<file path="src/hw/rtl/tbg_pkg.sv">
// Types and constants of the terrain block generator.
package tbg_pkg;

  localparam logic [31:0] HASH_MUL_X = 32'd73856093;
  localparam logic [31:0] HASH_MUL_Z = 32'd19349663;
  localparam logic [31:0] HASH_MUL_S = 32'd83492791;
  localparam logic [31:0] HASH_MUL_F = 32'd1274126177;
  localparam int unsigned HASH_SHIFT_A = 13;

  localparam logic signed [8:0] NOISE_MID = 9'sd128;

  // floor(v/3) for v < 768 and floor(v/6) for v < 512
  localparam logic [9:0] RECIP_3_6 = 10'd683;
  localparam int unsigned DIV3_SHIFT = 11;
  localparam int unsigned DIV6_SHIFT = 12;
  localparam logic [6:0] AMP_MIN = 7'd2;

  localparam logic [2:0] KIND_AIR     = 3'd0;
  localparam logic [2:0] KIND_BEDROCK = 3'd1;
  localparam logic [2:0] KIND_STONE   = 3'd2;
  localparam logic [2:0] KIND_DIRT    = 3'd3;
  localparam logic [2:0] KIND_GRASS   = 3'd4;
  localparam logic [2:0] KIND_SAND    = 3'd5;
  localparam logic [2:0] KIND_WATER   = 3'd6;

  localparam logic [1:0] CFG_SEED   = 2'd0;
  localparam logic [1:0] CFG_WIDTH  = 2'd1;
  localparam logic [1:0] CFG_HEIGHT = 2'd2;
  localparam logic [1:0] CFG_LENGTH = 2'd3;

  localparam logic [15:0] SEED_RST   = 16'd0;
  localparam logic [8:0]  WIDTH_RST  = 9'd256;
  localparam logic [8:0]  HEIGHT_RST = 9'd64;
  localparam logic [8:0]  LENGTH_RST = 9'd256;

  // height shaping taken from world_height
  typedef struct packed {
    logic [7:0]  sea;
    logic [6:0]  amp;
    logic [10:0] hmax;   // world_height - 2, two's complement
  } tbg_hcfg_t;

endpackage

</file>
<file path="src/hw/rtl/tbg_height.sv">
// Column height: scale around sea level, truncate, clamp.
module tbg_height (
  input  logic                clk,
  input  logic [7:0]          noise,
  input  tbg_pkg::tbg_hcfg_t  hcfg,
  output logic [10:0]         height
);
  import tbg_pkg::*;

  logic signed [8:0]  n_off;
  logic signed [7:0]  amp_s;
  logic signed [16:0] d_r;
  logic signed [16:0] d_nxt;
  logic signed [16:0] d_adj;
  logic signed [16:0] q;
  logic signed [10:0] h_raw;
  logic signed [10:0] h_lo;
  logic signed [10:0] hmax_s;
  logic signed [10:0] h_nxt;
  logic [10:0]        h_r;

  assign n_off = $signed({1'b0, noise}) - NOISE_MID;
  assign amp_s = $signed({1'b0, hcfg.amp});
  assign d_nxt = n_off * amp_s;

  // round toward zero: bias negatives before the arithmetic shift
  assign d_adj  = d_r + (d_r[16] ? 17'sd127 : 17'sd0);
  assign q      = d_adj >>> 7;
  assign h_raw  = $signed({3'b000, hcfg.sea}) + $signed(q[10:0]);
  assign hmax_s = $signed(hcfg.hmax);
  assign h_lo   = (h_raw < 11'sd1) ? 11'sd1 : h_raw;
  assign h_nxt  = (h_lo > hmax_s) ? hmax_s : h_lo;

  always_ff @(posedge clk) begin
    d_r <= d_nxt;
    h_r <= h_nxt;
  end

  assign height = h_r;
endmodule

</file>
<file path="config.mk">
export PLATFORM = sky130hd
export DESIGN_NAME = tbg_height
export DESIGN_NICKNAME = d
export VERILOG_FILES = /design/src/hw/rtl/tbg_pkg.sv /design/src/hw/rtl/tbg_height.sv
export SDC_FILE = /design/constraint.sdc
export NUM_CORES = 1
export LEC_CHECK = 0
export BUFFER_PORTS_ARGS = -buffer_cell sky130_fd_sc_hd__buf_2
export CORE_UTILIZATION = 35
export CTS_CLUSTER_SIZE = 28
export DETAILED_ROUTE_END_ITERATION = 8
export GPL_TIMING_DRIVEN = 0
export SYNTH_ARGS = -nofsm -noshare
export SYNTH_HDL_FRONTEND = slang
export SYNTH_SLANG_ARGS = --single-unit
</file>
<file path="constraint.sdc">
create_clock -name clk -period 5.95 [get_ports clk]
set_input_delay 0.595 -clock clk [delete_from_list [all_inputs] [get_ports clk]]
set_output_delay 0.595 -clock clk [all_outputs]
set_load 0.1 [all_outputs]
</file>
After elaboration in Yosys (flattened, before gate mapping):

Index checks and enable logic that the tools add are counted.

* register bits after elaboration: 28
* bits of input ports: 35
* output and inout port bits: 11
* word-level logic and storage cells: 11

* add/sub/neg operators: 3
* multipliers: 1
* order comparisons: 2
* mux-type cells: 3

Operators by type and width (count)
* two-way mux 11 bit: 2
* adder 17 x 8 -> 17 bit: 1
* multiplier 9 x 8 -> 17 bit: 1
* adder 9 x 10 -> 11 bit: 1
* greater-than comparator 11 bit: 1
* less-than comparator 11 x 2 -> 1 bit, second input constant: 1
* subtractor 8 x 8 -> 9 bit, second input constant: 1
* two-way mux 7 bit: 1

Logic depth before layout (Yosys ltp):

* depth in word-level cells: 7
* mapped depth: 29
* depth with buffers taken out: 26

Worst setup path before layout:

OpenSTA, ideal clock, no wires.

* kind: reg-to-reg
* from: register d_r[16]
* to: register h_r[7] (netlist: height[7])
* setup time: 0.096 ns
* data arrival time: 5.464 ns
* setup slack: 0.390 ns
* cell stages (with the launch flop): 30
* period minus slack after synthesis: 5.560 ns
* path through: dfxtp_1 ha_1 a311o_2 a21oi_2 o31ai_4 and2_1 clkbuf_1 nor2_1 inv_1 fa_1 nand2b_1 a21oi_1 xnor2_1 and4b_1 o2111ai_1 a211oi_1 a211o_1 buf_6 nor3_1 ha_1 nor2b_1 o21ai_0 nand2b_1 a21oi_1 o211ai_1 o311a_1 clkbuf_1 clkbuf_1 nand2_1 o41ai_2

* longest elaborated chain between the ends: 7

RTL lines
* start: declaration: RTL line tbg_height.sv:12 `logic signed [16:0] d_r;`
* start signal: assignment: RTL line tbg_height.sv:35 `d_r <= d_nxt;`
* two-way mux 7 bit: RTL line tbg_height.sv:27 `assign d_adj = d_r + (d_r[16] ? 17'sd127 : 17'sd0);`
* adder 17 x 8 -> 17 bit *: RTL line tbg_height.sv:27
* adder 9 x 10 -> 11 bit *: RTL line tbg_height.sv:29 `assign h_raw = $signed({3'b000, hcfg.sea}) + $signed(q[10:0]);`
* less-than comparator 11 x 2 -> 1 bit: RTL line tbg_height.sv:31 `assign h_lo = (h_raw < 11'sd1) ? 11'sd1 : h_raw;`
* two-way mux 11 bit *: RTL line tbg_height.sv:31
* greater-than comparator 11 bit: RTL line tbg_height.sv:32 `assign h_nxt = (h_lo > hmax_s) ? hmax_s : h_lo;`
* two-way mux 11 bit *: RTL line tbg_height.sv:32
* named net h_nxt[7]: RTL line tbg_height.sv:19 `logic signed [10:0] h_nxt;`
* end signal: assignment: RTL line tbg_height.sv:36 `h_r <= h_nxt;`
* end: declaration: RTL line tbg_height.sv:20 `logic [10:0] h_r;`

Mark *: on every way through the listed nets, which the timed path passes. The rest lies on a longest branch.

Worst setup path after layout:

* from: register d_r[16]
* to: register h_r[6] (netlist: height[6])

Same word-level chain as after synthesis.

==> metrics.txt <==
WP data arrival 5.75 ns; reg2reg setup slack about 0.37 ns; initial antenna violation count 0; via/cell ratio 5.01; nature of the critical path endpoint register; worst hold path class input port to register; pwr dens 558 nW/um^2; Die W about 110 um; FF+latch count, synth 28; minimum clock period ~5.6 ns; Mapped Cells 475; GPL Wtd Cong 0.816; Net Count, Synth around 600; Max Fclk 0.179 GHz; # DRC 4; largest net degree at the start of global routing 17; leakage power 2.38 nW; worst-case reg-to-reg path depth 26; hold path startpoint hcfg[7]; Area Growth Syn to Fin 13.9%; row cnt 39; Clk Latency, worst-skew pair 0.27 ns; Clock Skew between 0.005 and 0.006 ns; cell depth of the worst hold path 3; final number of setup-violating endpoints 0; Max Cap Viol 0; CTS Buffer Depth 2; syn_area_per_cell 8.85 um^2; kind of critical path register to register; status complete, but fails checks; Detail Route Antenna Nets 0; first-pass detailed-route iteration total 6; routed len/inst 12.8 um; H-tree lvl count 1; CTS tree done; Post-synth EDFFs 0; post-synthesis sequential area ratio roughly an eighth; RSZ-0062 raised after global routing no; first-pass GRT wire length between 15000 and 20000 um; top_reg_cell synth dfxtp_1; ant diodes 0; worst-path maximum fanout 13; HPWL after DPL 7180 um; Final Hold Viols 0; final core occ 41.4%; layout cell share with drive strength beyond 1 15.1%; CTS clk-pin slew, worst paths around 0.07 ns; peak supply drop 0.000251 V; Post-synth ARST share 0%; Critical Path Sink height[6]$_DFF_P_; via count of the routed design about 3300; clock root cell clkbuf_16; fin nets ~670; die area 12400 um^2; reg2reg end height[6]$_DFF_P_; startpoint types register; height of the die roughly 110 um; CTS Buf Count 3; Mapped Area 4200 um^2; Ports 46; most frequent cells in the layout inv_1, ha_1, fa_1; TritonCTS Sinks 28; most common cell after layout, fill and taps aside inv_1; Slew Limit Fails 0; violated checks design-rule violations; final worst path period share 93.7%; Initial Util between 30% and 40%; Critical Path Source d_r[16]$_DFF_P_; total track usage 14.9%; post-route cell area around 4800 um^2; Critical Path RT 6.13 ns; Design Power between 2 and 3 mW; core area 11600 um^2; reg2reg start d_r[16]$_DFF_P_; drt total wl between 8000 and 9000 um; grt total ovfl 0; Distinct cells, synth 54; vias in the first global route between 3000 and 4000; Ys Warns 0; initial DRC count between 100 and 150; PortBufs 45; Placed Area 4610 um^2
-- stage by stage --
step	instances	setup slack, ns	hold slack [ns]	setup TNS [ns]
after floorplan	475	0.390	0.698	0
after global placement	663	-0.534	0.789	-4.74
after detailed placement	663	-0.627	0.795	-5.80
after CTS	666	0.0289	0.533	0
after global routing	667	0.0100	0.542	0
final	667	0.373	0.537	0
-- sequential cells by signal, summed over array words and instances (netlist names) --
name / count
d_r: 17
height: 11
-- how the worst min path moves through the flow --
stage,endpoint,slack (ns)
after floorplan,height[1]$_DFF_P_,0.70
after global placement,height[8]$_DFF_P_,0.79
after detailed placement,height[8]$_DFF_P_,0.80
after CTS,height[7]$_DFF_P_,0.53
after global routing,height[2]$_DFF_P_,0.54
final,height[7]$_DFF_P_,0.54
-- Yosys cell counts, types with 3 or more instances --
cell type  number  area, um^2
clkbuf_1        3        11.3
ha_1           59         738
dfxtp_1        28         561
xnor2_1        24         210
or3_1           3        18.8
inv_1          89         334
a21o_1          4        30.0
fa_1           49         981
o21ai_0        10        50.1
o21a_1          4        30.0
nor3_1         15        75.1
nand3_1         5        25.0
and2_1         44         275
nor2_1         24        90.1
a21oi_1        15        75.1
nor2b_1         6        37.5
nand4_1         3        18.8
nand2b_1        8        50.1
o41ai_1         6        52.6
nand2_1        29         109
a211oi_1        5        37.5
-- metal layers --
layer / vias up / global-route usage, % / share of wire, %
met5: - / 0 / 0
met4: 0 / 2.88 / 0.96
met3: 8 / 1.14 / 2.5
met2: 42 / 28.0 / 51
met1: 1637 / 18.5 / 46
li1: 1656 / - / -
-- logic make-up (layout without fill, tap and decap cells) --
logic type | count (synthesis) | after routing | share of synthesized area, %
simple gates | 147 | 147 | 18.5
fa+ha+maj | 108 | 108 | 40.9
buf+inv | 95 | 144 | 8.78
compound gates | 68 | 68 | 12.4
flops | 28 | 28 | 13.3
xor+xnor | 26 | 26 | 5.42
mux | 2 | 2 | 0.536
other cells | 1 | 1 | 0.0893
-- power by group --
group / switching, mW / total, mW / internal (mW)
sequential: 0.0565 / 0.349 / 0.292
clock: 0.0690 / 0.203 / 0.134
combinational: 1.28 / 2.12 / 0.845
total: 1.40 / 2.67 / 1.27
-- timing repair --
| action | in CTS | in global routing |
|---|---|---|
| endpoints found under the setup margin | 11 | 11 |
| setup buffers | 0 | 2 |
| pin swaps | 0 | 1 |
| endpoints found under the hold margin | 0 | 0 |
| hold buffers | 0 | 0 |
| gates resized for setup | 7 | 9 |
-- final cells by class --
class / instances / area (um^2)
Multi-Input combinational cell: 352 / 3330
Sequential cell: 28 / 564
Inverter: 89 / 334
Clock buffer: 3 / 75.1
Fill cell: 1145 / 6780
Tap cell: 143 / 179
Buffer: 4 / 31.3
Clock inverter: 1 / 30.0
Timing Repair Buffer: 47 / 240
-- critical path, cell delays in order, from the launching register on --
cell,delay (ns)
dfxtp_4,0.39
ha_1,0.28
a311o_2,0.33
a21oi_2,0.22
o31ai_4,0.12
and2_2,0.25
nand2_1,0.09
xnor2_1,0.14
ha_1,0.33
a21o_1,0.18
nand2_1,0.08
nand3b_1,0.09
o311a_1,0.35
o2111ai_2,0.36
a211oi_2,0.12
a211o_2,0.35
buf_6,0.15
nor3_1,0.17
ha_1,0.26
nor2b_1,0.13
o21ai_0,0.16
nand2b_1,0.08
a21oi_1,0.15
o211ai_1,0.11
o311a_4,0.18
clkbuf_4,0.21
o41ai_2,0.19
No activity file was read; power rests on OpenSTA's default activity.
