## config.mk

```make
export PLATFORM = sky130hd
export DESIGN_NAME = tbg_noise
export DESIGN_NICKNAME = d
export VERILOG_FILES = /design/src/hw/rtl/tbg_pkg.sv /design/src/hw/rtl/tbg_noise.sv
export SDC_FILE = /design/constraint.sdc
export NUM_CORES = 1
export LEC_CHECK = 0
export BUFFER_PORTS_ARGS = -buffer_cell sky130_fd_sc_hd__buf_2
export CAP_MARGIN = 20
export CORE_MARGIN = 5
export CORE_UTILIZATION = 35
export CTS_CLUSTER_DIAMETER = 60
export CTS_CLUSTER_SIZE = 30
export DETAILED_ROUTE_END_ITERATION = 6
export HOLD_SLACK_MARGIN = 0.03
export PLACE_DENSITY = 0.58
export RECOVER_POWER = 25
export SETUP_SLACK_MARGIN = 0.05
export SLEW_MARGIN = 20
export SYNTH_ARGS = -nofsm -noshare
export SYNTH_HDL_FRONTEND = slang
export SYNTH_SLANG_ARGS = --single-unit
```

## constraint.sdc

```tcl
create_clock -name clk -period 10.7 [get_ports clk]
set_input_delay 0 -clock clk [delete_from_list [all_inputs] [get_ports clk]]
set_output_delay 0 -clock clk [all_outputs]
set_load 0.01 [all_outputs]
```

## src/hw/rtl/tbg_pkg.sv

```systemverilog
// Types and constants of the terrain block generator.
package tbg_pkg;

  localparam logic [31:0] HASH_MUL_X = 32'd73856093;
  localparam logic [31:0] HASH_MUL_Z = 32'd19349663;
  localparam logic [31:0] HASH_MUL_S = 32'd83492791;
  localparam logic [31:0] HASH_MUL_F = 32'd1274126177;
  localparam int unsigned HASH_SHIFT_A = 13;

  localparam logic signed [8:0] NOISE_MID = 9'sd128;

  // floor(v/3) for v < 768 and floor(v/6) for v < 512
  localparam logic [9:0] RECIP_3_6 = 10'd683;
  localparam int unsigned DIV3_SHIFT = 11;
  localparam int unsigned DIV6_SHIFT = 12;
  localparam logic [6:0] AMP_MIN = 7'd2;

  localparam logic [2:0] KIND_AIR     = 3'd0;
  localparam logic [2:0] KIND_BEDROCK = 3'd1;
  localparam logic [2:0] KIND_STONE   = 3'd2;
  localparam logic [2:0] KIND_DIRT    = 3'd3;
  localparam logic [2:0] KIND_GRASS   = 3'd4;
  localparam logic [2:0] KIND_SAND    = 3'd5;
  localparam logic [2:0] KIND_WATER   = 3'd6;

  localparam logic [1:0] CFG_SEED   = 2'd0;
  localparam logic [1:0] CFG_WIDTH  = 2'd1;
  localparam logic [1:0] CFG_HEIGHT = 2'd2;
  localparam logic [1:0] CFG_LENGTH = 2'd3;

  localparam logic [15:0] SEED_RST   = 16'd0;
  localparam logic [8:0]  WIDTH_RST  = 9'd256;
  localparam logic [8:0]  HEIGHT_RST = 9'd64;
  localparam logic [8:0]  LENGTH_RST = 9'd256;

  // height shaping taken from world_height
  typedef struct packed {
    logic [7:0]  sea;
    logic [6:0]  amp;
    logic [10:0] hmax;   // world_height - 2, two's complement
  } tbg_hcfg_t;

endpackage

```

## src/hw/rtl/tbg_noise.sv

```systemverilog
// Bilinear interpolation of both octaves and the 2:1 blend.
module tbg_noise (
  input  logic            clk,
  input  logic [3:0][7:0] lat_coarse,  // 00, 10, 01, 11
  input  logic [3:0][7:0] lat_fine,
  input  logic [7:0]      coord_x,
  input  logic [7:0]      coord_z,
  output logic [7:0]      noise
);
  import tbg_pkg::*;

  logic [4:0]  fxc;
  logic [2:0]  fxf;
  logic [5:0]  wxc;
  logic [3:0]  wxf;
  logic [13:0] topc_r, botc_r, topc_nxt, botc_nxt;
  logic [10:0] topf_r, botf_r, topf_nxt, botf_nxt;
  logic [4:0]  fzc_r;
  logic [2:0]  fzf_r;
  logic [5:0]  wzc;
  logic [3:0]  wzf;
  logic [18:0] sumc;
  logic [14:0] sumf;
  logic [7:0]  vc_r, vf_r;
  logic [9:0]  blend;
  logic [19:0] blend_prod;
  logic [7:0]  noise_r;

  assign fxc = coord_x[4:0];
  assign fxf = coord_x[2:0];
  assign wxc = 6'd32 - {1'b0, fxc};
  assign wxf = 4'd8 - {1'b0, fxf};

  // interpolate along x
  assign topc_nxt = 14'(lat_coarse[0]) * 14'(wxc) + 14'(lat_coarse[1]) * 14'(fxc);
  assign botc_nxt = 14'(lat_coarse[2]) * 14'(wxc) + 14'(lat_coarse[3]) * 14'(fxc);
  assign topf_nxt = 11'(lat_fine[0]) * 11'(wxf) + 11'(lat_fine[1]) * 11'(fxf);
  assign botf_nxt = 11'(lat_fine[2]) * 11'(wxf) + 11'(lat_fine[3]) * 11'(fxf);

  // interpolate along z, then drop the grid-squared scale
  assign wzc  = 6'd32 - {1'b0, fzc_r};
  assign wzf  = 4'd8 - {1'b0, fzf_r};
  assign sumc = 19'(topc_r) * 19'(wzc) + 19'(botc_r) * 19'(fzc_r);
  assign sumf = 15'(topf_r) * 15'(wzf) + 15'(botf_r) * 15'(fzf_r);

  assign blend      = {1'b0, vc_r, 1'b0} + {2'b00, vf_r};
  assign blend_prod = 20'(blend) * 20'(RECIP_3_6);

  always_ff @(posedge clk) begin
    topc_r  <= topc_nxt;
    botc_r  <= botc_nxt;
    topf_r  <= topf_nxt;
    botf_r  <= botf_nxt;
    fzc_r   <= coord_z[4:0];
    fzf_r   <= coord_z[2:0];
    vc_r    <= sumc[17:10];
    vf_r    <= sumf[13:6];
    noise_r <= blend_prod[DIV3_SHIFT +: 8];
  end

  assign noise = noise_r;
endmodule

```

## Word level (Yosys, flattened, before mapping)

Cells that the tools add are included.

- Output and inout port bits: 8
- Word-level logic and storage cells: 33
- Input port bits: 81
- Flip-flop bits (word level): 82

- $add $sub $neg: 11
- Multipliers: 13

Operators with widths:

| kind | number |
|---|---|
| 14-bit by 13-bit adder with 14-bit output | 2 |
| 8-bit by 6-bit multiplier with 14-bit output | 2 |
| 8-bit by 5-bit multiplier with 13-bit output | 2 |
| 11-bit adder | 2 |
| 8-bit by 3-bit multiplier with 11-bit output | 2 |
| 8-bit by 4-bit multiplier with 11-bit output | 2 |
| 10-bit by 10-bit multiplier with 19-bit output (second input constant) | 1 |
| 18-bit adder | 1 |
| 14-bit by 5-bit multiplier with 18-bit output | 1 |
| 14-bit by 6-bit multiplier with 18-bit output | 1 |
| 14-bit adder | 1 |
| 11-bit by 3-bit multiplier with 14-bit output | 1 |
| 11-bit by 4-bit multiplier with 14-bit output | 1 |
| 6-bit by 5-bit subtractor with 6-bit output (first input constant) | 2 |
| 9-bit by 8-bit adder with 10-bit output | 1 |
| 4-bit by 3-bit subtractor with 4-bit output (first input constant) | 2 |

## Logic depth before layout (Yosys ltp)

- Depth after elaboration: 3
- Mapped depth: 24
- Gate-level depth less buffers: 24

## Worst setup path before layout

No wires, ideal clock.

- Kind: register -> register
- From: register fzf_r[0] (netlist name)
- To: register vc_r[7]
- Buffers on the path: 3
- Period minus slack after synthesis: 5927 ps
- Cell stages (with the launch flop): 24
- Arrival time: 5806 ps
- Data required time: 10579 ps
- Path slack: 4773 ps
- Cells stage by stage: dfxtp_1 -> clkbuf_1 -> clkbuf_1 -> inv_1 -> ha_1 -> xnor2_1 -> clkbuf_1 -> nand2_1 -> fa_1 -> fa_1 -> inv_1 -> fa_1 -> fa_1 -> inv_1 -> fa_1 -> inv_1 -> ha_1 -> nor3_1 -> nand2_1 -> o211ai_1 -> o21ai_1 -> o31a_1 -> a31oi_1 -> xnor2_1

RTL lines:

| element | RTL line | source |
|---|---|---|
| end signal: assignment | tbg_noise.sv:56 | `vc_r <= sumc[17:10];` |
| end: declaration | tbg_noise.sv:24 | `logic [7:0] vc_r, vf_r;` |

## Worst setup path in the final report

- From: input port coord_x[0]
- To: register botc_r[13]

- Cells in the longest elaborated chain, start to end: 3
- Elaborated cells on any way between the ends: 4
- Those cells by class: 2 x add/sub; 2 x mul

Ends and longest elaborated chain:

| element | RTL line | source |
|---|---|---|
| start: declaration | tbg_noise.sv:6 | `input logic [7:0] coord_x,` |
| 6-bit by 5-bit subtractor with 6-bit output | tbg_noise.sv:31 | `assign wxc = 6'd32 - {1'b0, fxc};` |
| 8-bit by 6-bit multiplier with 14-bit output | tbg_noise.sv:36 | `assign botc_nxt = 14'(lat_coarse[2]) * 14'(wxc) + 14'(lat_coarse[3]) * 14'(fxc);` |
| 14-bit by 13-bit adder with 14-bit output * | tbg_noise.sv:36 |  |
| named net botc_nxt[13] | tbg_noise.sv:16 | `logic [13:0] topc_r, botc_r, topc_nxt, botc_nxt;` |
| end signal: assignment | tbg_noise.sv:51 | `botc_r <= botc_nxt;` |
| end: declaration | tbg_noise.sv:16 |  |

The timed path passes the listed nets; every way through them passes the cells marked *.

==> impl_metrics.ini <==
[timing]
layout_setup_ws_ns = 3.13
min_period_ns = 7.57
drv_slew = 100
setup_tns_ns = 0
fmax_mhz = 132
setup_viol = 0
rsz0062_at_grt = false
worstMarginPinSlew_ns = 2.80
hold_viol_final = 0
period_share = 0.707
finalClockSkew_ns = 0.0115
max_slew_margin = -0.866

[drt]
met3_length_um = 930
dr.max_layer_used = met4
drt-total-wl_mm = 37.5
drtAntennaViolNets = 0
drcViolationCount = 0
wl_met1_mm = 17.7
vias = 12700
wl_met2_mm = 18.6
vias_per_cell = 4.60
drtIter0Drc = 515
drt-pass1-iter-count = 4
wl_per_cell_um = 13.6

[yosys]
yosysSeqAreaShare = 0.0853
synthTopCellsByArea = fa_1 40%, ha_1 16%, and2_1 9.9%
syn_nets = 2686
ys_seq_elements = 79
synth_cell_type_count = 56
ys_top_cells_by_count = 420 x inv_1, 370 x fa_1, 293 x and2_1
netlist_area_um2 = 18500
synth_top_area_share = 0.400
ys_warn_count = 0
syn_inst = 1996
yosysTopAreaCell = fa_1
yosysMostFrequentCell = inv_1
synth_edf_count = 0
syn_area_per_cell_um2 = 9.29
ys.flop_type = dfxtp_1
async_flop_share = 0

[place]
dp_slack_ns = 4.12
hpwlAfterDp_mm = 32.7
place_congestion = 0.820
io_buffer_count = 82

[floorplanning]
die_area_um2 = 57700
rows = 84
die_w_um = 240
floorplan.initialDensity = 0.353
core-area_um2 = 52600
io_pins = 89
die-height_um = 240

[final_layout]
layout-drive-gt1-share = 0.0571
area_growth_pct = 8.25
seq_area_um2 = 1580
final_nets = 2750
utilization = 0.382
multi_input_area_um2 = 15200
fill_cells = 5296

[critical_path]
crit_slowest_cell = clkbuf_1
cp-start-kind = input port
worstPathRequired_ns = 10.95
path_common_cell = fa_1
crit_family = adder cells
crit_fanout = 66
crit_arrival_ns = 7.81
path_buf_inv = 5
crit_chain = buf_2 > clkbuf_1 > inv_1 > ha_1 > xnor2_2 > buf_4 > nand2_1 > fa_1 > inv_1 > fa_1 > fa_1 > fa_1 > fa_1 > ha_1 > nand2_1 > o21ai_0 > o41a_1 > o21a_1 > o21ai_0 > a21oi_1 > xnor2_1
slowest_delay_ns = 1.97
crit_type = input port to register
end_kind = register

[job]
max_cap_viol_count = 2

[cts]
clk_path_buf_depth = 2
cts-root-buf = clkbuf_16
clk_latency_ns = 0.36
ctsHtreeMaxLevel = 3
numCtsBuffers = 9
cts_resized = 0
cts_tree = yes
postCtsSetupRepairBufs = 0
clk_pin_slew_ns = 0.07
cts.sinks = 79

[global_route]
grt_pass1_wl_mm = 66.6
grt_max_degree = 67
grt_pass1_vias = 14000
grt.total_usage = 0.138
globalRoute.totalOverflow = 0
antenna_found_initial = 1

[run_status]
status = finished with violations
failed_checks = capacitance limit, slew limit

[worst_hold_path]
hold_path.class = input port to register
==> metal layers <==
metal,vias to the layer above,global-route usage
met3,16,0.0165
met4,0,0.0260
li1,6123,-
met5,-,0
met1,6380,0.188
met2,141,0.238
==> through the flow <==
step	instances	hold WS, ns	instance area, µm²
floorplan	1996	0.0277	18500
CTS	2753	0.0304	20100
global placement	2731	0.105	19700
finish	2755	0.0545	20100
global route	2753	0.0707	20100
detailed placement	2731	0.104	19700
==> repair_timing <==
item / CTS / global route
setup endpoints to repair: 0 / 0
hold buffers: 6 / 0
hold endpoints to repair: 6 / 0
==> layout by cell type (no fill, tap or decap), types with 4 or more instances in the layout <==
master,count
xor2_1,18
clkbuf_1,11
inv_1,420
buf_4,11
a21o_1,11
dfxtp_1,79
nor2b_1,12
and2_0,6
a21oi_1,37
or2_2,4
a31oi_1,4
clkbuf_16,9
o21a_1,9
and2_1,287
nand4_1,6
fa_1,370
nand2_1,245
nor3_1,13
xnor2_1,66
o21ai_0,27
buf_2,74
nor2_1,37
ha_1,239
dlygate4sd3_1,6
==> state kept, by name, indices dropped and copies added (netlist names) <==
signal / flops
botf_r: 11
fzf_r: 2
botc_r: 14
fzc_r: 3
topf_r: 11
vc_r: 8
noise: 8
vf_r: 8
topc_r: 14
==> worst paths after layout <==
kind / to / slack [ns] / cells after the start / from
max: botc_r[13] / 3.13 / 21 / coord_x[0]
max reg2reg: vc_r[7] / 4.19 / 22 / fzf_r[0]
min: topf_r[0] / 0.05 / 3 / lat_fine[8]
min reg2reg: vf_r[7] / 0.68 / 3 / topf_r[10]
==> final cells by class <==
| class | instances | area share |
|---|---|---|
| clock inverters | 6 | 0.00224 |
| clock buffers | 10 | 0.0114 |
| diodes | 2 | 0.000249 |
| repair buffers | 101 | 0.0274 |
| flip-flops and latches | 79 | 0.0788 |
| well taps | 688 | 0.0429 |
| multi-input cells | 1448 | 0.758 |
| inverters | 421 | 0.0787 |
==> logic make-up (layout without fill, tap and decap cells) <==
group           Yosys count  count (layout)  synth area share
mux                       2               2           0.00115
buf+inv                 469             538            0.0952
compound gates          118             118            0.0404
fa+ha+maj               609             609             0.561
flops                    79              79            0.0853
simple gates            632             632             0.176
other cells               0               2                 0
xor+xnor                 87              87            0.0411
==> worst min-delay path: stages <==
cell and delay, ns:
buf_2 0.10, and2_0 0.14, ha_1 0.14
Power is not shown: default switching activity piles up to over one toggle a cycle in this logic, so the estimate is an artifact.
