<file path="src/hw/rtl/tbg_pkg.sv">
// Types and constants of the terrain block generator.
package tbg_pkg;

  localparam logic [31:0] HASH_MUL_X = 32'd73856093;
  localparam logic [31:0] HASH_MUL_Z = 32'd19349663;
  localparam logic [31:0] HASH_MUL_S = 32'd83492791;
  localparam logic [31:0] HASH_MUL_F = 32'd1274126177;
  localparam int unsigned HASH_SHIFT_A = 13;

  localparam logic signed [8:0] NOISE_MID = 9'sd128;

  // floor(v/3) for v < 768 and floor(v/6) for v < 512
  localparam logic [9:0] RECIP_3_6 = 10'd683;
  localparam int unsigned DIV3_SHIFT = 11;
  localparam int unsigned DIV6_SHIFT = 12;
  localparam logic [6:0] AMP_MIN = 7'd2;

  localparam logic [2:0] KIND_AIR     = 3'd0;
  localparam logic [2:0] KIND_BEDROCK = 3'd1;
  localparam logic [2:0] KIND_STONE   = 3'd2;
  localparam logic [2:0] KIND_DIRT    = 3'd3;
  localparam logic [2:0] KIND_GRASS   = 3'd4;
  localparam logic [2:0] KIND_SAND    = 3'd5;
  localparam logic [2:0] KIND_WATER   = 3'd6;

  localparam logic [1:0] CFG_SEED   = 2'd0;
  localparam logic [1:0] CFG_WIDTH  = 2'd1;
  localparam logic [1:0] CFG_HEIGHT = 2'd2;
  localparam logic [1:0] CFG_LENGTH = 2'd3;

  localparam logic [15:0] SEED_RST   = 16'd0;
  localparam logic [8:0]  WIDTH_RST  = 9'd256;
  localparam logic [8:0]  HEIGHT_RST = 9'd64;
  localparam logic [8:0]  LENGTH_RST = 9'd256;

  // height shaping taken from world_height
  typedef struct packed {
    logic [7:0]  sea;
    logic [6:0]  amp;
    logic [10:0] hmax;   // world_height - 2, two's complement
  } tbg_hcfg_t;

endpackage

</file>
<file path="src/hw/rtl/tbg_lattice_hash.sv">
// Two-stage lattice hash: coordinate mix, then the final multiply.
module tbg_lattice_hash (
  input  logic        clk,
  input  logic [5:0]  lat_x,
  input  logic [5:0]  lat_z,
  input  logic [31:0] seed_term,
  output logic [7:0]  lat_val
);
  import tbg_pkg::*;

  localparam logic [23:0] MUL_F_LO = HASH_MUL_F[23:0];

  logic [31:0] mix;
  logic [31:0] mix_sh;
  logic [23:0] mix_r;
  logic [23:0] mix_nxt;
  logic [47:0] prod;
  logic [23:0] prod_r;
  logic [23:0] prod_nxt;

  // only the low 24 bits of the final product reach the low byte
  assign mix     = ({26'd0, lat_x} * HASH_MUL_X) ^ ({26'd0, lat_z} * HASH_MUL_Z) ^ seed_term;
  assign mix_sh  = mix ^ (mix >> HASH_SHIFT_A);
  assign mix_nxt = mix_sh[23:0];

  assign prod     = {24'd0, mix_r} * {24'd0, MUL_F_LO};
  assign prod_nxt = prod[23:0];

  always_ff @(posedge clk) begin
    mix_r  <= mix_nxt;
    prod_r <= prod_nxt;
  end

  assign lat_val = prod_r[7:0] ^ prod_r[23:16];
endmodule

</file>
<file path="config.mk">
export PLATFORM = sky130hd
export DESIGN_NAME = tbg_lattice_hash
export DESIGN_NICKNAME = d
export VERILOG_FILES = /design/src/hw/rtl/tbg_pkg.sv /design/src/hw/rtl/tbg_lattice_hash.sv
export SDC_FILE = /design/constraint.sdc
export NUM_CORES = 1
export LEC_CHECK = 0
export ABC_AREA = 1
export BUFFER_PORTS_ARGS = -buffer_cell sky130_fd_sc_hd__buf_2
export CAP_MARGIN = 10
export CORE_MARGIN = 2
export CORE_UTILIZATION = 40
export DETAILED_ROUTE_END_ITERATION = 7
export HOLD_SLACK_MARGIN = 0.03
export SETUP_SLACK_MARGIN = 0.15
export SLEW_MARGIN = 20
export SYNTH_ARGS = -nofsm -noshare
export SYNTH_HDL_FRONTEND = slang
export SYNTH_SLANG_ARGS = --single-unit
</file>
<file path="constraint.sdc">
create_clock -name clk -period 7.15 [get_ports clk]
set_input_delay 1.43 -clock clk [delete_from_list [all_inputs] [get_ports clk]]
set_output_delay 1.43 -clock clk [all_outputs]
set_load 0.005 [all_outputs]
</file>
; ---- Word level (Yosys, flattened, before mapping)
; Cells that the tools add are included.
[classes]
multipliers = 3
bitwise = 4
[op_table]
columns = operator, count
row1 = "6-bit by 27-bit multiplier with 32-bit output, second input constant", 1
row2 = 32-bit by 31-bit bitwise XOR with 32-bit output, 1
row3 = 32-bit bitwise XOR, 1
row4 = "6-bit by 25-bit multiplier with 31-bit output, second input constant", 1
row5 = "24-bit by 21-bit multiplier with 24-bit output, second input constant", 1
row6 = 24-bit by 19-bit bitwise XOR with 24-bit output, 1
row7 = 8-bit bitwise XOR, 1
[word_totals]
ff_bits = 48
input_bits = 45
out_inout_bits = 8
wordCells = 9

; ---- Longest topological paths before layout
; Gate-level depths: netlist (run 1).
[logic_depth]
depth_word = 4
mapped_depth = 24
depth_no_buf = 24

; ---- Least setup slack after synthesis (run 1)
; Ideal clock, no wire load.
[synth_timing]
path_kind = register to register
startpoint = register mix_r[7]
endpoint = register prod_r[23]
setup_ps = 112
arrival_ps = 4974
required_time_ps = 7038
slack_ps = 2064
path_stages_with_launch = 18
n_path_buf = 0
synth_period_minus_slack_ps = 5086
path_cell_list = dfxtp_1 -> inv_1 -> fa_1 -> fa_1 -> fa_1 -> inv_1 -> fa_1 -> fa_1 -> fa_1 -> ha_1 -> ha_1 -> a21oi_1 -> inv_1 -> o21ai_0 -> and3_1 -> inv_1 -> nand3_1 -> nand2_1
[synth_via]
elab_chain_cells = 1
[synth_lines]
columns = item, line_no
row1 = from (decl), tbg_lattice_hash.sv:15  ; logic [23:0] mix_r;
row2 = from (signal assigned), tbg_lattice_hash.sv:30  ; mix_r <= mix_nxt;
row3 = 24-bit by 21-bit multiplier with 24-bit output, tbg_lattice_hash.sv:26  ; assign prod = {24'd0, mix_r} * {24'd0, MUL_F_LO};
row4 = named net prod[23], tbg_lattice_hash.sv:17  ; logic [47:0] prod;
row5 = to (signal assigned), tbg_lattice_hash.sv:31  ; prod_r <= prod_nxt;
row6 = to (decl), tbg_lattice_hash.sv:18  ; logic [23:0] prod_r;
; The timed path passes the listed nets, and every way through them passes these cells.

; ---- Worst setup path in the final report (run 1)
; Same ends and word-level chain as after synthesis.

==> impl_metrics.json, run 1 <==
{
  "synth_warnings": 0,
  "critical_path.top_delay_family": "adder cells",
  "grt_start_max_net_pins": 15,
  "met1_usage": 0.268,
  "cp_max_fo": 8,
  "rrSetupSlack_ns": 1.50,
  "netlist.top_cell.by_area": "fa_1",
  "crit_buf_inv": 4,
  "mostFrequentLayoutCells": "364 x inv_1, 292 x nand2_1, 210 x ha_1",
  "cp_cell_sequence": "inv_1 > fa_1 > fa_1 > fa_1 > inv_1 > fa_1 > fa_1 > fa_1 > ha_1 > ha_1 > a21oi_1 > inv_1 > o21ai_0 > and3_1 > inv_1 > nand3_1 > nand2_1",
  "root_buffer": "clkbuf_16",
  "gr-total-overflow": 0,
  "tightestPinTransition_ns": 0.760,
  "r2r_cells": 17,
  "critPathArrivalTime_ns": 5.86,
  "io-pin-count": 53,
  "synth.avg_cell_area_um2": 7.70,
  "synth.area.top_cells": "fa_1 24%, ha_1 24%, inv_1 12%",
  "dp_hpwl_um": 25400,
  "finalCriticalPeriod_ns": 5.65,
  "hold_ws_ns": 0.572,
  "antenna_found_initial": 0,
  "period_share": 0.790,
  "ys_types": 38,
  "area_growth_pct": 7.78,
  "cp.depth": 17,
  "grt_usage": 0.205,
  "rsz0062_at_grt": "no",
  "netlist_instances": 1434,
  "grt_pass1_wl_um": 46100,
  "nNetsFinal": 1880,
  "holdBufCountCts": 0,
  "finalSetupViolCount": 0,
  "min_path_type": "reg2reg",
  "chipWidth_um": 170,
  "dieArea_um2": 28900,
  "cts_resized": 0,
  "required_ns": 7.36,
  "drt-total-wl_um": 28200,
  "clkSinkCount": 40,
  "num_rows": 60,
  "vias_per_cell": 4.80,
  "numCtsBuffers": 5,
  "holdPathEnd": "prod_r[4]",
  "drc": 0,
  "slowest_delay_ns": 0.58,
  "endpoint_kind": "register",
  "slew_violations": 0,
  "use_met3": 0.0251,
  "synth_nets": 1821,
  "timing.fmax_ghz": 0.177,
  "synth_top_area_share": 0.239,
  "synthArstFlopShare": 0,
  "critPathSlowestCell": "dfxtp_1",
  "gr-max-usage-layer": "met2",
  "grt_pass1_vias": 9071,
  "die_h_um": 170,
  "ys_seq_area_frac": 0.0726,
  "outcome": "complete, no violations",
  "gp_congestion": 0.958,
  "start_kind": "register",
  "reg2reg_from": "mix_r[7]",
  "r2r_end": "prod_r[23]",
  "clock_path_buffers": 2,
  "finalNonFillerCells": 1835,
  "htree_levels": 2,
  "drt.antenna.violating_nets": 0,
  "crit_path_frequent_cell": "fa_1",
  "num_vias": 8805,
  "layout_commonest_cell": "inv_1",
  "core_area_um2": 27000,
  "min-delay-start": "mix_r[4]",
  "path_clk_slew_ns": 0.08,
  "drive_gt1_frac": 0.0696,
  "start_util": 0.408,
  "skew_ns": 0.0116,
  "post_cts_buffers": 0,
  "synth_edf_count": 0,
  "synthesis.area_um2": 11000,
  "portBuffers": 52,
  "hold_viol_final": 0,
  "slew_headroom": 0.493,
  "ys_seq_elements": 40,
  "drtPass1Iterations": 5,
  "clock_latency_ns": 0.31,
  "met2_usage": 0.358,
  "hold-path-cell-count": 0,
  "drtIter0Drc": 427,
  "yosys_most_used_dff": "dfxtp_1",
  "finalSetupTns_ns": 0,
  "placed_cells": 1827,
  "worst-setup-path-type": "reg2reg",
  "n_antenna_cell": 0,
  "maxCapViolations": 0,
  "wl_per_cell_um": 15.4,
  "cts_tree": "done"
}
[sequential cells by signal, summed over array words and instances, names as in the netlist]
name	cells
mix_r	24
prod_r	16
[per-stage QoR]
| stage | util | setup slack (ns) | cell area (um2) |
|---|---|---|---|
| after global routing | 0.440 | 1.20 | 11900 |
| after CTS | 0.440 | 1.46 | 11900 |
| after detailed placement | 0.434 | 1.45 | 11700 |
| after floorplan | - | 2.06 | 11000 |
| after global placement | 0.434 | 1.60 | 11700 |
| final | 0.440 | 1.50 | 11900 |
[cell usage after synthesis (3+ instances only)]
cell type,count
a21oi_2,3
nor2_2,3
inv_2,5
nor2_1,54
nand3b_1,9
o21bai_1,7
nor3_1,5
or2_1,5
nand3_1,69
inv_1,364
xnor2_1,49
nand3_2,4
o21ai_0,25
ha_1,210
fa_1,132
a31oi_1,3
xor2_1,56
o21a_1,3
nand2_1,292
nand4_1,7
or2_2,8
nand2_2,17
a21oi_1,45
dfxtp_1,40
[routing by layer]
metal,up-vias,part of all wire
met3,38,0.047
li1,4487,-
met1,4066,0.45
met5,-,0
met2,214,0.48
met4,0,0.025
[layout make-up]
cell class | count | area, um2
clock inverter | 3 | 46.3
multi-input combinational | 1024 | 8850
timing repair buffer | 52 | 260
inverter | 370 | 1390
sequential | 40 | 801
fill | 2795 | 15100
tap | 341 | 427
clock buffer | 5 | 125
[how the worst max path moves through the flow]
| stage | startpoint | slack (ns) | to |
|---|---|---|---|
| 2_1_floorplan | mix_r[7] | 2.06 | prod_r[23] |
| 3_3_place_gp | mix_r[11] | 1.60 | prod_r[23] |
| 3_5_place_dp | mix_r[7] | 1.45 | prod_r[23] |
| 4_1_cts | mix_r[7] | 1.46 | prod_r[23] |
| 5_1_grt | mix_r[7] | 1.20 | prod_r[23] |
| 6_report | mix_r[7] | 1.50 | prod_r[23] |
[cell families after synthesis]
kind of cell,share of synthesized area
buffers and inverters,0.126
adders and majority gates,0.477
DFF,0.0726
xor gates and xnor gates,0.0868
and+or+nand+nor,0.189
AOI/OAI and AO/OA,0.0482
Power of run 1 is left out: the tool's default activity adds up to more than one toggle a clock period on the data nets, which glitch-free logic cannot reach.
==> run 2: changes to the inputs <==
--- a/config.mk
+++ b/config.mk
@@ -5,7 +5,7 @@
 export SDC_FILE = /design/constraint.sdc
 export NUM_CORES = 1
 export LEC_CHECK = 0
-export ABC_AREA = 1
+export ABC_AREA = 0
 export BUFFER_PORTS_ARGS = -buffer_cell sky130_fd_sc_hd__buf_2
 export CAP_MARGIN = 10
 export CORE_MARGIN = 2
==> constraint.sdc (replaced) <==
create_clock -name clk -period 5.4 [get_ports clk]
set_input_delay 1.08 -clock clk [delete_from_list [all_inputs] [get_ports clk]]
set_output_delay 1.08 -clock clk [all_outputs]
set_load 0.005 [all_outputs]
==> impl_metrics.json, run 2 <==
{
  "outcome": "complete, no violations",
  "portBuffers": 52,
  "ys_types": 51,
  "netlist_instances": 987,
  "antenna_found_initial": 0,
  "clock_path_buffers": 2,
  "gp_congestion": 0.860,
  "slew_headroom": 0.649,
  "rsz0062_at_grt": "yes",
  "timing.fmax_ghz": 0.195,
  "synthesis.area_um2": 9630,
  "dp_hpwl_um": 19800,
  "synth_edf_count": 0,
  "critPathSlowestCell": "fa_1",
  "cp_max_fo": 3,
  "cts_tree": "done",
  "slowest_delay_ns": 0.53,
  "top_register": "mix_r",
  "wl_per_cell_um": 15.5,
  "synthTopCellsByCount": "253 x inv_1, 210 x ha_1, 140 x xnor2_1",
  "vias_per_cell": 4.61,
  "clock_latency_ns": 0.29,
  "ys_seq_elements": 40,
  "reg2reg_from": "mix_r[1]",
  "synth_nets": 1374,
  "synth_warnings": 0,
  "crit_path_frequent_cell": "fa_1",
  "htree_levels": 2,
  "startpoint": "mix_r[1]",
  "netlist.top_cell.by_area": "fa_1",
  "drc": 0,
  "min_path_type": "reg2reg",
  "num_rows": 56,
  "gr-total-overflow": 0,
  "ys_seq_area_frac": 0.0831,
  "grt_pass1_vias": 6839,
  "layout_commonest_cell": "inv_1",
  "r2r_cells": 21,
  "finalSetupTns_ns": 0,
  "synth_most_common_cell": "inv_1",
  "chipWidth_um": 159,
  "finalSetupViolCount": 0,
  "core_area_um2": 23500,
  "grt_usage": 0.178,
  "yosys_most_used_dff": "dfxtp_1",
  "drtPass1Iterations": 4,
  "area_growth_pct": 14.0,
  "drtIter0Drc": 201,
  "required_ns": 5.57,
  "endpoint_kind": "register",
  "cp_cell_sequence": "inv_2 > fa_1 > inv_1 > fa_1 > ha_2 > fa_1 > inv_1 > fa_1 > inv_1 > fa_1 > ha_1 > ha_2 > a21o_1 > a21oi_4 > o2bb2ai_2 > a311oi_2 > o31a_1 > o21a_1 > o21a_1 > nor2_2 > xnor2_1",
  "synth.avg_cell_area_um2": 9.76,
  "clkSinkCount": 40,
  "num_vias": 6499,
  "tightestPinTransition_ns": 0.523,
  "drt-total-wl_um": 21900,
  "slew_violations": 0,
  "drive_gt1_frac": 0.144,
  "hold-path-cell-count": 1,
  "mostFrequentLayoutCells": "246 x inv_1, 196 x ha_1, 140 x xnor2_1",
  "largest_register_ffs": 24,
  "maxCapViolations": 0,
  "root_buffer": "clkbuf_16",
  "synth_top_area_share": 0.274,
  "r2r_end": "prod_r[23]",
  "critPathArrivalTime_ns": 5.29,
  "start_kind": "register",
  "synth.area.top_cells": "fa_1 27%, ha_1 27%, xnor2_1 13%",
  "skew_ns": 0.00973,
  "rrSetupSlack_ns": 0.27,
  "hold_viol_final": 0,
  "grt_pass1_wl_um": 35600,
  "period_share": 0.950,
  "crit_path_end": "prod_r[23]",
  "grt_start_max_net_pins": 13,
  "io-pin-count": 53,
  "dieArea_um2": 25300,
  "largest_registers": "mix_r: 24 flops, prod_r: 16 flops",
  "start_util": 0.409,
  "worst-setup-path-type": "reg2reg",
  "finalCriticalPeriod_ns": 5.13,
  "nNetsFinal": 1476,
  "n_antenna_cell": 0,
  "path_clk_slew_ns": 0.06,
  "die_h_um": 159,
  "numCtsBuffers": 5,
  "drt.antenna.violating_nets": 0,
  "synthArstFlopShare": 0
}
[run 2: cell count changes after synthesis, sizes merged, moves of 17 or more]
cell / change
nand2: -291
inv: -116
xnor2: +91
nand3: -63
xor2: -35
nor2: -34
a21oi: -20
a21o: +17
[run 2: logic make-up after synthesis]
group / Yosys count / share of synthesized area
DFF: 40 / 0.0831
buffers and inverters: 254 / 0.0998
adders and majority gates: 342 / 0.547
xor gates and xnor gates: 162 / 0.147
AOI/OAI and AO/OA: 107 / 0.0816
and+or+nand+nor: 82 / 0.0410
[run 2: final cells by class]
type	instances	area, um2
inverters	253	953
flip-flops and latches	40	816
clock inverters	2	35.0
clock buffers	6	129
repair buffers	96	598
fillers	2307	12600
well taps	319	399
multi-input cells	693	8050
[run 2: worst max-delay path: cells and delay by family, from the launching register on]
family                   cells  cell delay [ns]
buffers and inverters        4             0.19
AO/OA/AOI/OAI                7             1.21
AND/OR/NAND/NOR              1             0.09
XOR/XNOR                     1             0.06
flip-flops                   1             0.34
adder cells (fa/ha/maj)      8             3.08
[run 2: how the worst min path moves through the flow]
stage	startpoint	to	slack, ns
2_1_floorplan	mix_r[4]	prod_r[4]	0.40
3_3_place_gp	mix_r[1]	prod_r[1]	0.50
3_5_place_dp	mix_r[1]	prod_r[1]	0.51
4_1_cts	mix_r[1]	prod_r[1]	0.54
5_1_grt	mix_r[1]	prod_r[1]	0.55
6_report	mix_r[1]	prod_r[1]	0.53
[run 2: stage by stage]
step	hold WS (ns)	cells	util	setup slack [ns]	instance area [um2]
detailed placement	0.509	1397	0.450	0.00322	10600
floorplan	0.399	987	-	0.152	9660
global placement	0.505	1397	0.450	0.0769	10600
finish	0.530	1409	0.467	0.271	11000
CTS	0.535	1407	0.463	0.153	10900
global route	0.548	1409	0.467	0.0620	11000
[run 2: layer usage]
layer  GRT usage  wire (um)  vias up  share of wire
li1            -          -     3295              -
met1       0.240      10400     3102           0.48
met2       0.315      10600       81           0.49
met3      0.0130        469       21          0.021
met4      0.0355        364        0          0.017
met5           0          0        -              0
[run 2: repair_timing]
action                                  4_1_cts  5_1_grt
gates cloned                                  0        0
setup buffers                                 2        2
endpoints found under the setup margin        1        6
endpoints found under the hold margin         0        0
hold buffers                                  0        0
pin swaps                                    25       12
gates resized for setup                      21        9
Power of run 2 is left out for the same reason.
==> run 3: changes to the inputs <==
--- a/config.mk
+++ b/config.mk
@@ -9,9 +9,10 @@
 export BUFFER_PORTS_ARGS = -buffer_cell sky130_fd_sc_hd__buf_2
 export CAP_MARGIN = 10
 export CORE_MARGIN = 2
-export CORE_UTILIZATION = 40
+export CORE_UTILIZATION = 53
 export DETAILED_ROUTE_END_ITERATION = 7
 export HOLD_SLACK_MARGIN = 0.03
+export PLACE_DENSITY = 0.71
 export SETUP_SLACK_MARGIN = 0.15
 export SLEW_MARGIN = 20
 export SYNTH_ARGS = -nofsm -noshare
==> impl_metrics.json, run 3 (synthesis gave the netlist of run 2 again) <==
{
  "layout_commonest_cell": "inv_1",
  "slew_headroom": 0.685,
  "mostFrequentLayoutCells": "246 x inv_1, 192 x ha_1, 140 x xnor2_1",
  "num_rows": 49,
  "worst-setup-path-type": "reg2reg",
  "min_path_type": "reg2reg",
  "final_core_util": 0.611,
  "drive_gt1_frac": 0.154,
  "required_ns": 5.62,
  "vias_per_cell": 5.14,
  "start_util": 0.538,
  "cp_cell_sequence": "inv_2 > fa_1 > inv_1 > fa_1 > ha_2 > fa_1 > fa_1 > fa_1 > ha_4 > ha_4 > a21o_1 > a21oi_4 > buf_6 > a311oi_4 > o31a_1 > o21a_1 > o21a_1 > nor2_2 > xnor2_1",
  "timing.fmax_ghz": 0.194,
  "endpoint_kind": "register",
  "critPathArrivalTime_ns": 5.38,
  "antenna_found_initial": 0,
  "period_share": 0.956,
  "root_buffer": "clkbuf_16",
  "dp_hpwl_um": 19700,
  "finalSetupViolCount": 0,
  "clock_path_buffers": 2,
  "drt.antenna.violating_nets": 0,
  "critical_path.top_delay_family": "adder cells",
  "gp_congestion": 0.944,
  "chipWidth_um": 139,
  "clkSinkCount": 40,
  "num_vias": 6796,
  "io-pin-count": 53,
  "slowest_delay_ns": 0.56,
  "n_antenna_cell": 0,
  "htree_levels": 2,
  "grt_usage": 0.238,
  "area_growth_pct": 13.6,
  "maxCapViolations": 0,
  "numCtsBuffers": 5,
  "portBuffers": 52,
  "cts_tree": "done",
  "dp_slack_ns": 0.0100,
  "finalSetupTns_ns": 0,
  "grt_pass1_vias": 7260,
  "reg2reg_from": "mix_r[2]",
  "min-delay-start": "mix_r[4]",
  "clock_latency_ns": 0.29,
  "grt_start_max_net_pins": 13,
  "crit_buf_inv": 3,
  "largest_register_ffs": 24,
  "core_area_um2": 17900,
  "dieArea_um2": 19300,
  "startpoint": "mix_r[2]",
  "start_kind": "register",
  "critPathSlowestCell": "fa_1",
  "timing.final.ws_setup_ns": 0.235,
  "largest_registers": "mix_r: 24 flops, prod_r: 16 flops",
  "outcome": "complete, no violations",
  "drtIter0Drc": 340,
  "cp_max_fo": 3,
  "grt_pass1_wl_um": 36300,
  "crit_path_frequent_cell": "fa_1",
  "wl_per_cell_um": 16.9,
  "rsz0062_at_grt": "yes",
  "drc": 0,
  "path_clk_slew_ns": 0.07,
  "drt-total-wl_um": 22400,
  "finalCriticalPeriod_ns": 5.16,
  "holdBufCountCts": 0,
  "drtPass1Iterations": 5,
  "die_h_um": 139,
  "gr-total-overflow": 0,
  "top_register": "mix_r",
  "skew_ns": 0.0138,
  "hold_viol_final": 0,
  "slew_violations": 0,
  "tightestPinTransition_ns": 0.469,
  "nNetsFinal": 1480
}
## run 3: worst reg2reg max path, delay by kind of cell (launching register included)
kind,cells,cell delay [ns]
xor+xnor,1,0.13
compound gates,6,1.16
buf+inv,3,0.23
fa+ha+maj,8,3.13
simple gates,1,0.09
flops,1,0.35
## run 3: worst paths after layout
| path | end | slack [ns] | depth (start not counted) |
|---|---|---|---|
| min | prod_r[4] | 0.57 | 1 |
| min reg2reg | prod_r[4] | 0.57 | 1 |
| max reg2reg | prod_r[23] | 0.24 | 19 |
| max | prod_r[23] | 0.24 | 19 |
## run 3: layer usage
layer | track usage | wire length, um
met1 | 0.306 | 9620
met5 | 0 | 0
met3 | 0.0200 | 765
met4 | 0.0617 | 558
met2 | 0.431 | 11500
## run 3: final cells by class
type	count	area, um2
clock inverter	2	10.0
sequential	40	820
timing repair buffer	100	624
clock buffer	6	139
multi-input combinational	693	8110
fill	1508	6960
inverter	253	950
tap	229	287
## run 3: repair_timing
item,in CTS,in global routing
hold endpoints to repair,0,0
resized for setup,20,17
setup buffers,4,2
pin swaps,23,36
endpoints found under the setup margin,1,4
## run 3: per-stage QoR
| step | cells | instance area (um2) | hold WS, ns |
|---|---|---|---|
| 2_1_floorplan | 987 | 9660 | 0.399 |
| 4_1_cts | 1321 | 10800 | 0.553 |
| 3_5_place_dp | 1309 | 10500 | 0.534 |
| 3_3_place_gp | 1309 | 10500 | 0.528 |
| 6_report | 1323 | 10900 | 0.574 |
| 5_1_grt | 1323 | 10900 | 0.574 |
Power of run 3 is left out for the same reason.
